## src/rtl/core/pct_pkg.sv

```systemverilog
// Types, constants and datapath command codes shared by the polyline thinning block.
package pct_pkg;

  localparam int NODE_DEPTH = 64;
  localparam int NODE_IDX_W = $clog2(NODE_DEPTH);
  localparam int NODE_CNT_W = $clog2(NODE_DEPTH + 1);

  localparam int CFG_IDX_W  = 1;
  localparam int CFG_DATA_W = 8;

  localparam logic [CFG_IDX_W-1:0] REG_TOLERANCE = 1'd0;
  localparam logic [CFG_IDX_W-1:0] REG_USE_NODES = 1'd1;

  localparam logic [7:0] TOLERANCE_RESET = 8'd3;

  typedef enum logic [1:0] {
    CMD_VERTEX     = 2'd0,
    CMD_NODE_LOAD  = 2'd1,
    CMD_NODE_CLEAR = 2'd2
  } cmd_t;

  typedef enum logic [1:0] {
    PH_EMPTY   = 2'd0,
    PH_ANCHOR  = 2'd1,
    PH_PENDING = 2'd2
  } phase_t;

  typedef struct packed {
    cmd_t        cmd;
    logic [31:0] x;
    logic [31:0] y;
    logic [31:0] point_id;
    logic        end_of_line;
  } in_item_t;

  typedef struct packed {
    logic [31:0] kept_id;
    logic        last_kept;
    logic        removed_any;
  } out_item_t;

  typedef enum logic [3:0] {
    DP_NOP,
    DP_LATCH,
    DP_NODE_LOAD,
    DP_NODE_CLEAR,
    DP_EMIT_FIRST,
    DP_SCAN_START,
    DP_DIFF,
    DP_MUL1,
    DP_MUL2,
    DP_MUL3,
    DP_SUM,
    DP_CMP,
    DP_DROP,
    DP_KEEP,
    DP_FINISH_EOL,
    DP_FINISH_MID
  } dp_op_t;

  typedef struct packed {
    dp_op_t op;
  } dp_cmd_t;

  typedef struct packed {
    cmd_t   cmd;
    logic   eol;
    phase_t phase;
    logic   out_free;
    logic   scan_done;
    logic   drop;
  } dp_stat_t;

endpackage

```

## src/rtl/core/pct_ctrl.sv

```systemverilog
// Sequencing state machine for the polyline thinning block.
module pct_ctrl (
  input  logic              clk,
  input  logic              rst_n,
  input  logic              in_valid,
  output logic              in_stall,
  input  pct_pkg::dp_stat_t stat,
  output pct_pkg::dp_cmd_t  cmd
);

  typedef enum logic [3:0] {
    S_IDLE,
    S_DECODE,
    S_SCAN,
    S_DIFF,
    S_MUL1,
    S_MUL2,
    S_MUL3,
    S_SUM,
    S_CMP,
    S_DECIDE,
    S_FINISH
  } state_t;

  state_t state_r, state_nxt;

  assign in_stall = (state_r != S_IDLE);

  always_comb begin
    state_nxt = state_r;
    cmd.op    = pct_pkg::DP_NOP;
    unique case (state_r)
      S_IDLE: begin
        if (in_valid) begin
          cmd.op    = pct_pkg::DP_LATCH;
          state_nxt = S_DECODE;
        end
      end
      S_DECODE: begin
        case (stat.cmd)
          pct_pkg::CMD_NODE_LOAD: begin
            cmd.op    = pct_pkg::DP_NODE_LOAD;
            state_nxt = S_IDLE;
          end
          pct_pkg::CMD_NODE_CLEAR: begin
            cmd.op    = pct_pkg::DP_NODE_CLEAR;
            state_nxt = S_IDLE;
          end
          pct_pkg::CMD_VERTEX: begin
            if (stat.phase == pct_pkg::PH_EMPTY) begin
              if (stat.out_free) begin
                cmd.op    = pct_pkg::DP_EMIT_FIRST;
                state_nxt = S_IDLE;
              end
            end else if (stat.phase == pct_pkg::PH_PENDING) begin
              cmd.op    = pct_pkg::DP_SCAN_START;
              state_nxt = S_SCAN;
            end else begin
              state_nxt = S_FINISH;
            end
          end
          default: state_nxt = S_IDLE;  // unused command code
        endcase
      end
      S_SCAN: begin
        if (stat.scan_done) state_nxt = S_DIFF;
      end
      S_DIFF: begin
        cmd.op    = pct_pkg::DP_DIFF;
        state_nxt = S_MUL1;
      end
      S_MUL1: begin
        cmd.op    = pct_pkg::DP_MUL1;
        state_nxt = S_MUL2;
      end
      S_MUL2: begin
        cmd.op    = pct_pkg::DP_MUL2;
        state_nxt = S_MUL3;
      end
      S_MUL3: begin
        cmd.op    = pct_pkg::DP_MUL3;
        state_nxt = S_SUM;
      end
      S_SUM: begin
        cmd.op    = pct_pkg::DP_SUM;
        state_nxt = S_CMP;
      end
      S_CMP: begin
        cmd.op    = pct_pkg::DP_CMP;
        state_nxt = S_DECIDE;
      end
      S_DECIDE: begin
        if (stat.drop) begin
          cmd.op    = pct_pkg::DP_DROP;
          state_nxt = S_FINISH;
        end else if (stat.out_free) begin
          cmd.op    = pct_pkg::DP_KEEP;
          state_nxt = S_FINISH;
        end
      end
      S_FINISH: begin
        if (!stat.eol) begin
          cmd.op    = pct_pkg::DP_FINISH_MID;
          state_nxt = S_IDLE;
        end else if (stat.out_free) begin
          cmd.op    = pct_pkg::DP_FINISH_EOL;
          state_nxt = S_IDLE;
        end
      end
      default: state_nxt = S_IDLE;
    endcase
  end

  always_ff @(posedge clk) begin
    if (!rst_n) begin
      state_r <= S_IDLE;
    end else begin
      state_r <= state_nxt;
    end
  end

endmodule

```

## config.mk

```make
export PLATFORM = sky130hd
export DESIGN_NAME = pct_ctrl
export DESIGN_NICKNAME = d
export VERILOG_FILES = /design/src/rtl/core/pct_pkg.sv /design/src/rtl/core/pct_ctrl.sv
export SDC_FILE = /design/constraint.sdc
export NUM_CORES = 1
export LEC_CHECK = 0
export ABC_AREA = 1
export CAP_MARGIN = 20
export CORE_AREA = 2 2 39 41
export CTS_BUF_LIST = sky130_fd_sc_hd__clkbuf_4 sky130_fd_sc_hd__clkbuf_8
export DETAILED_ROUTE_END_ITERATION = 10
export DIE_AREA = 0 0 41 43
export DONT_BUFFER_PORTS = 1
export HOLD_SLACK_MARGIN = 0.1
export PLACE_DENSITY = 0.56
export SYNTH_ARGS = -nofsm -noshare
export SYNTH_HDL_FRONTEND = slang
export SYNTH_SLANG_ARGS = --single-unit
```

## constraint.sdc

```tcl
create_clock -name clk -period 1.3 [get_ports clk]
set_clock_uncertainty 0.15 [all_clocks]
set_input_delay 0.195 -clock clk [delete_from_list [all_inputs] [get_ports clk]]
set_output_delay 0.195 -clock clk [all_outputs]
set_load 0.1 [all_outputs]
```

## After elaboration in Yosys (flattened, before gate mapping)

Cells that the tools add are included.

- Flip-flop bits (word level): 4
- Input port bits: 11
- Output and inout port bits: 5
- Word-level logic and storage cells: 42

- Equal/unequal tests: 16
- Muxes and demuxes: 20
- Reductions and logical operators: 5

Operators with widths:

| operator | number |
|---|---|
| 4-bit 2-to-1 mux | 14 |
| 4-bit one-hot mux with 11 select lines | 1 |
| 4-bit one-hot mux with 10 select lines | 1 |
| 4-bit by 3-bit equality test with 1-bit output, second input constant | 4 |
| 4-bit equality test, second input constant | 3 |
| 4-bit one-hot mux with 3 select lines | 1 |
| 4-bit by 2-bit equality test with 1-bit output, second input constant | 2 |
| 3-bit 2-to-1 mux | 2 |
| 2-bit equality test, second input constant | 2 |
| 4-bit by 1-bit equality test with 1-bit output, second input constant | 1 |
| 2-bit logical NOT | 2 |
| 4-bit logical NOT | 1 |
| 2-bit inequality test, second input constant | 2 |
| 4-bit nonzero test | 1 |
| 3-bit inequality test, second input constant | 1 |
| 3-bit AND reduction | 1 |
| 2-bit by 1-bit equality test with 1-bit output, second input constant | 1 |
| 1-bit 2-to-1 mux | 1 |

## Longest topological paths before layout

Gate-level depths: netlist (run 1).

- Word-level depth: 5
- Depth in mapped cells: 9
- Gate-level depth less buffers: 9

## Least setup slack after synthesis (run 1)

No wires, ideal clock.

- Path kind: flip-flop to output port
- From: reg state_r[3]
- To: out cmd[3] (netlist bit)
- Arrival time: 1.634 ns
- Data required time: 0.955 ns
- Slack: -0.679 ns
- Cell stages (with the launch flop): 7
- Path buffers: 0
- Path through: dfxtp_1 -> inv_1 -> nor2_1 -> nand2_1 -> o21ai_0 -> inv_1 -> nand3b_1

RTL lines:

| element | line | RTL |
|---|---|---|
| start, declared | pct_ctrl.sv:25 | `state_t state_r, state_nxt;` |
| start signal, assigned | pct_ctrl.sv:118 | `state_r <= state_nxt;` |
| end, declared | pct_ctrl.sv:8 | `output pct_pkg::dp_cmd_t cmd` |

==> results, run 1 <==
- The core region area is 1384 µm².
- The net count after synthesis is 110.
- In the finished design, the share of the clock period the worst path needs comes to 1.405.
- Dividing the synthesized area by the synthesized cell count gives 5.353 µm².
- The final layout contains 148 nets.
- The total track usage is 0.2635.
- The total grt overflow is 0.
- The transition time at the pin with the least slew margin is 0.2796 ns.
- In this run, CTS created clock tree buffers numbering 3.
- The tool flagged a number of max-cap violations equal to 0.
- The share of the synthesized area in the top cell type is 0.1807.
- The cell chosen for the clock root is clkbuf_4.
- The setup slack after layout is -0.5263 ns.
- TritonCTS built the clock tree.
- In this run the worst path has a maximum fanout of 5.
- The worst path in the final design needs a cycle of 1.826 ns, including I/O delays and setup.
- The proportion of layout cells with a drive suffix above 1 is 0.5373.
- The first global-routing pass estimated 3098 µm of wire.
- The initial antenna violation count is 0.
- The count of clock tree sinks is 4.
- The number of non-filler instances in the completed layout is 150.
- The clock latency on the worst-skew pair is 0.25 ns.
- By area the synthesized netlist is led by nand2_1 18%, dfxtp_1 15%, nor2_1 14%.
- Synthesis produced a netlist whose cell count is 97.
- The die outline width is 41 µm.
- The area growth from synthesis to final layout is 102.7%.
- The kind of capture point of the worst setup path is an output pin.
- For the worst setup path, the data arrival time is 1.48 ns.
- The height of the chip is 43 µm.
- In this run the number of H-tree levels came out at 1.
- The final count of pins violating max slew came to 0.
- In the layout the commonest cells are 25 x buf_4, 17 x nand2_1, 14 x nor2_1.
- The maximum frequency from static timing analysis is 547.5 MHz.
- The maximum number of pins on one net before global-route repair is 6.
- Clock-pin slew was measured on the worst setup and hold paths at 0.05 ns.
- The peak supply drop is 568.3 µV.
- The largest register by flop count is state_r.
- The die outline area is 1763 µm².
- The repair_antennas step left the layout with diodes totalling 0.
- In the final layout, the registers with the most flip-flops are state_r (4).
- The total wirelength of the detailed-routed design is 2080 µm.
- The number of remaining DRC errors is 0.
- Summed over all instances, the cell type with the most area after synthesis is nand2_1.
- The netlist area before placement is 519.2 µm².
- The Yosys step of the flow raised 0 warnings.
- Setup total negative slack on the finished layout was measured at -2.854 ns.
- The per-cell routed wire length is 13.87 µm.
- The library cell used most frequently in the layout, excluding fill and tap cells, is buf_4.
- Detailed placement finished with a half-perimeter wire length of 1332 µm.
- Dividing total power by cell area gives a power density of 936.5 nW/µm².
- The flow ran to the end, but the final reports show violations.
- The count of nets left with antenna violations once routing finished came out at 0.
- The initial DRC count is 36.
- The headroom to the max-slew limit is 0.8128.
- The starting density of the core is 0.3752.
- The tightest min-delay check is of the in -> reg type.
- The number of global-route vias before repair is 746.
- The final reports fail on setup timing.
- The worst setup path is launched from a flip-flop.
- Row generation in the floorplan step produced 14 rows.
- The filler cells instantiated in the layout total 90.
- The register with the most flip-flops in the layout has 4 of them.
- Setup repair after global routing could not meet its margin everywhere.
- After detailed routing, the number of vias per cell comes to 5.193.
- The type of the worst setup path is reg -> out.
- The netlist uses 22 different library cells.
- Before antenna repair, the detailed router went through 4 iterations.
- The analysis attributes to cell leakage a power of 0.4948 nW.
- The congestion estimate from routability-driven global placement came to 0.8008.
- Setup violations remaining at the end of the flow were counted as 9.
- The data required time of the worst path is 0.95 ns.
- The post-synthesis sequential element count is 4.
- In this run the tool buffered the top-level ports with 0 buffer cells.
- Counting tap cells, the placed design contains a total of 137 instances.
- The share of synthesized area occupied by flip-flops and latches is 0.1542.
- The total count of hold-check failures in the final report is 0.
- The routed via count is 779.
- The maximum clock path buffer count is 2.
- The I/O pin count is 16.
cell type report:
cell class	instances	area, µm²	share of cell area
multi-input cells	79	520.5	0.4946
inverters	14	67.56	0.06421
clock buffers	4	30.03	0.02854
repair buffers	33	319.1	0.3032
well taps	16	20.02	0.01902
flip-flops and latches	4	95.09	0.09037
worst max-delay path, stage by stage (launching register included):
cell and delay (ns):
dfxtp_4 0.37, inv_6 0.09, nor2_1 0.05, inv_2 0.10, nor2_2 0.05, a21oi_2 0.20
nand3b_1 0.17, buf_12 0.20
report_power, final:
part	internal, mW	leakage, nW	total, mW	switching, mW
logic	0.242	0.441	0.626	0.384
registers	0.132	0.0355	0.157	0.0249
clock network	0.137	0.0184	0.202	0.0652
synthesized netlist by cell type:
master    count
nand2_1      25
nor2_1       20
inv_1        13
nand3_1       6
a21oi_1       4
dfxtp_1       4
nand3b_1      3
nor2_2        3
nor3_1        3
o21ai_0       3
ha_1          2
a21oi_2       1
a22oi_1       1
a31oi_1       1
and3_1        1
inv_2         1
nand2_2       1
nand4_1       1
nor2_4        1
o211ai_1      1
o21ai_1       1
o22ai_1       1
cells by family (layout without fill, tap and decap cells):
logic type               after synthesis  in the layout  share of synthesized area
AO/OA/AOI/OAI                         13             13                     0.1470
AND/OR/NAND/NOR                       64             64                     0.5494
flip-flops                             4              4                     0.1542
buffers and inverters                 14             51                     0.1012
adder cells (fa/ha/maj)                2              2                    0.04819
per-layer routing:
layer	track usage	wire length [µm]	vias to the layer above
li1	-	-	389
met1	0.3067	873	362
met2	0.4188	1066	21
met3	0.04188	97	7
met4	0.1667	43	0
met5	0	0	-
final timing paths:
path                              endpoint        from  cells after the start  slack (ns)
worst max-delay path                cmd[3]  state_r[2]                      7       -0.53
worst max register to register  state_r[1]  state_r[2]                      6       -0.20
worst min register to register  state_r[3]  state_r[3]                      4        0.64
worst min-delay path            state_r[3]     stat[3]                      4        0.14
per-stage QoR:
step                        util  power, mW  hold slack [ns]  setup slack, ns  instance area, µm²
final                     0.7604     0.9854           0.1450          -0.5263                1052
after global routing      0.7604      1.026           0.1768          -0.5464                1052
after CTS                 0.6971     0.9273           0.1297          -0.4570               964.7
after detailed placement  0.5958     0.6929           0.2500          -0.2615               824.5
after global placement    0.5958     0.6902           0.2436          -0.2718               824.5
after floorplan                -     0.4896           0.2111          -0.5886               561.8
what timing repair did:
action | in CTS | in global routing
cloned | 0 | 0
hold buffers | 2 | 0
setup endpoints to repair | 9 | 9
endpoints found under the hold margin | 4 | 0
pin swaps | 5 | 8
resized for setup | 17 | 19
setup buffers | 4 | 3
No activity file was read; power rests on OpenSTA's default activity.
==> inputs of run 2 (changes only) <==
--- a/config.mk
+++ b/config.mk
@@ -14,6 +14,7 @@
 export DONT_BUFFER_PORTS = 1
 export HOLD_SLACK_MARGIN = 0.1
 export PLACE_DENSITY = 0.56
+export REMOVE_ABC_BUFFERS = 1
 export SYNTH_ARGS = -nofsm -noshare
 export SYNTH_HDL_FRONTEND = slang
 export SYNTH_SLANG_ARGS = --single-unit
==> results, run 2 (same netlist as run 1, synthesis figures left out) <==
- Result of the run: complete, but fails checks (unchanged).
- Violations in the final reports: setup timing (unchanged).
- The height of the chip is 43 µm (unchanged).
- The maximum fanout count along the critical path is 5 (unchanged).
- The standby leakage power came to 0.4885 nW (was 0.4948 nW).
- The data required time of the worst path is 0.95 ns (about the same).
- The core region area came to 1384 µm² (unchanged).
- The die outline width is 41 µm (unchanged).
- The share of the cycle needed by the critical path after routing was 1.351 (was 1.405).
- The startpoint type of the worst setup path is a flip-flop (unchanged).
- The total grt overflow is 0 (unchanged).
- The type of the most critical hold path is in -> reg (unchanged).
- The sum of negative setup slack is -2.699 ns (was -2.854 ns).
- The initial DRC count is 28 (was 36).
- The largest register by flop count is state_r (unchanged).
- The count of final setup violators came to 8 (was 9).
- The post-route met1 wirelength was 677 µm (was 873 µm).
- The number of nets in the layout is 147 (was 148).
- The final count of pins violating max slew is 0 (unchanged).
- The flip-flop count of the largest register, all copies and words added is 4 (unchanged).
- The top metal layer carrying routed signals was met4 (unchanged).
- The met3 routed wirelength is 79 µm (was 97 µm).
- The number of global-route vias before repair is 711 (was 746).
- The maximum clock path buffer count is 2 (unchanged).
- The total wirelength of the detailed-routed design came to 1789 µm (was 2080 µm).
- The routed via count was 773 (was 779).
- The total count of hold-check failures in the final report came to 0 (unchanged).
- The per-cell routed wire length came to 12.09 µm (was 13.87 µm).
- Unrepaired setup endpoints after global routing: yes (unchanged).
- The number of non-filler instances in the completed layout is 148 (was 150).
- The clock tree from TritonCTS is yes (unchanged).
- The number of maximum-capacitance violations is 0 (unchanged).
- The met2 wirelength from detailed routing came to 986 µm (was 1066 µm).
- The proportion of layout cells with a drive suffix above 1 is 0.5227 (was 0.5373).
- Highest-count cells in the layout ignoring fill and taps: 20 x buf_4, 17 x nand2_1, 16 x nor2_1 (was 25 x buf_4, 17 x nand2_1, 14 x nor2_1).
- The area growth from synthesis to final layout was 94.70% (was 102.7%).
- Top flop regs: state_r (4) (unchanged).
- The maximum number of pins on one net before global-route repair is 6 (unchanged).
- The kind of capture point of the worst setup path is an output pin (unchanged).
- The type of the worst setup path was reg -> out (unchanged).
- The transition time at the pin with the least slew margin came to 0.2134 ns (was 0.2796 ns).
- The clock latency on the worst-skew pair is 0.24 ns (was 0.25 ns).
- The detailed-routing iteration count for the pre-antenna-repair pass came to 4 (unchanged).
- The number of CTS-inserted buffers is 3 (unchanged).
- The I/O pin count is 16 (unchanged).
- The post-route minimum period is 1.756 ns (was 1.826 ns).
- The number of H-tree levels is 1 (unchanged).
- The starting density of the core came to 0.3752 (unchanged).
- The setup slack after layout came to -0.4562 ns (was -0.5263 ns).
- The power consumption was 929.6 µW (was 985.4 µW).
- The die outline area is 1763 µm² (unchanged).
- The power density over the cells is 919.5 nW/µm² (was 936.5 nW/µm²).
- The pre-CTS setup slack is -0.3692 ns (was -0.2615 ns).
- The signal arrival time at the worst endpoint is 1.41 ns (was 1.48 ns).
- The average via count per standard cell is 5.223 (was 5.193).
- The floorplan row count came to 14 (unchanged).
- The cell chosen for the clock root is clkbuf_4 (unchanged).
- The global placer's final weighted congestion was 0.9159 (was 0.8008).
- The headroom to the max-slew limit came to 0.8567 (was 0.8128).
- The initial antenna violation count is 0 (unchanged).
- The cell count after placement is 139 (was 137).
- The number of inserted diodes was 0 (unchanged).
- The total track usage is 0.2277 (was 0.2635).
- The clock transition time at the flip-flop clock pins of the worst setup and hold paths was 0.03 ns (was 0.05 ns).
- The number of buffers added on ports is 0 (unchanged).
- The wire length of the first global-routing pass came to 2725 µm (was 3098 µm).
- The most common cell after layout, fill and taps aside is buf_4 (unchanged).
- The peak supply drop is 849.2 µV (was 568.3 µV).
- The number of remaining DRC errors is 0 (unchanged).
- The count of clock tree sinks is 4 (unchanged).
- The half-perimeter wire length after detailed placement is 1351 µm (was 1332 µm).
- The remaining number of nets flagged by the antenna check after routing came to 0 (unchanged).
- The maximum frequency from static timing analysis is 569.4 MHz (was 547.5 MHz).
==> run 2: cell count changes in the layout (fill, tap and decap cells not counted), moves of 3 or more <==
| cell | previous run | this run |
|---|---|---|
| nand2_4 | 3 | 0 |
| nand2_2 | 6 | 9 |
| buf_6 | 1 | 5 |
| buf_4 | 25 | 20 |
==> run 2: metrics by stage <==
stage | utilization | hold WS [ns] | instance area [µm²]
2_1_floorplan | - | 0.2163 | 519.2
3_3_place_gp | 0.5759 | 0.2569 | 797.0
5_1_grt | 0.7306 | 0.1355 | 1011
4_1_cts | 0.6700 | 0.1232 | 927.1
6_report | 0.7306 | 0.1246 | 1011
3_5_place_dp | 0.5759 | 0.2627 | 797.0
==> run 2: metal layers <==
| layer | vias up | global-route usage |
|---|---|---|
| li1 | 385 | - |
| met1 | 355 | 0.2404 |
| met2 | 27 | 0.4188 |
| met3 | 6 | 0 |
| met4 | 0 | 0.1200 |
| met5 | - | 0 |
==> run 2: final timing paths <==
check	startpoint	end	slack, ns	depth (start not counted)
max	state_r[0]	cmd[0]	-0.46	7
min reg2reg	state_r[3]	state_r[3]	0.57	4
min	stat[2]	state_r[0]	0.12	5
max reg2reg	state_r[2]	state_r[1]	-0.23	8
==> run 2: final cells by class <==
| class | count | area (µm²) |
|---|---|---|
| flip-flops and latches | 4 | 92.59 |
| inverters | 14 | 62.56 |
| well taps | 16 | 20.02 |
| clock buffers | 3 | 22.52 |
| repair buffers | 32 | 326.6 |
| fillers | 112 | 372.9 |
| multi-input cells | 79 | 486.7 |
==> run 2: repair_timing <==
item                       CTS  global route
gates resized for setup     29            18
pin swaps                    5            10
hold buffers                 2             0
buffers inserted             1             3
setup endpoints to repair    9             9
hold endpoints to repair     4             0
==> run 2: report_power, final <==
group          leakage [nW]  internal (mW)  switching (mW)
Clock                0.0138          0.103          0.0483
Sequential           0.0352          0.134          0.0207
Combinational         0.439          0.254           0.369
==> run 2: worst max-delay path, stage by stage (launching register included) <==
cell and delay (ns):
dfxtp_4 0.38, inv_6 0.05, nor2_4 0.11, nand2_2 0.09
nor3_2 0.15, nor3_1 0.08, nand3_1 0.12, buf_12 0.19
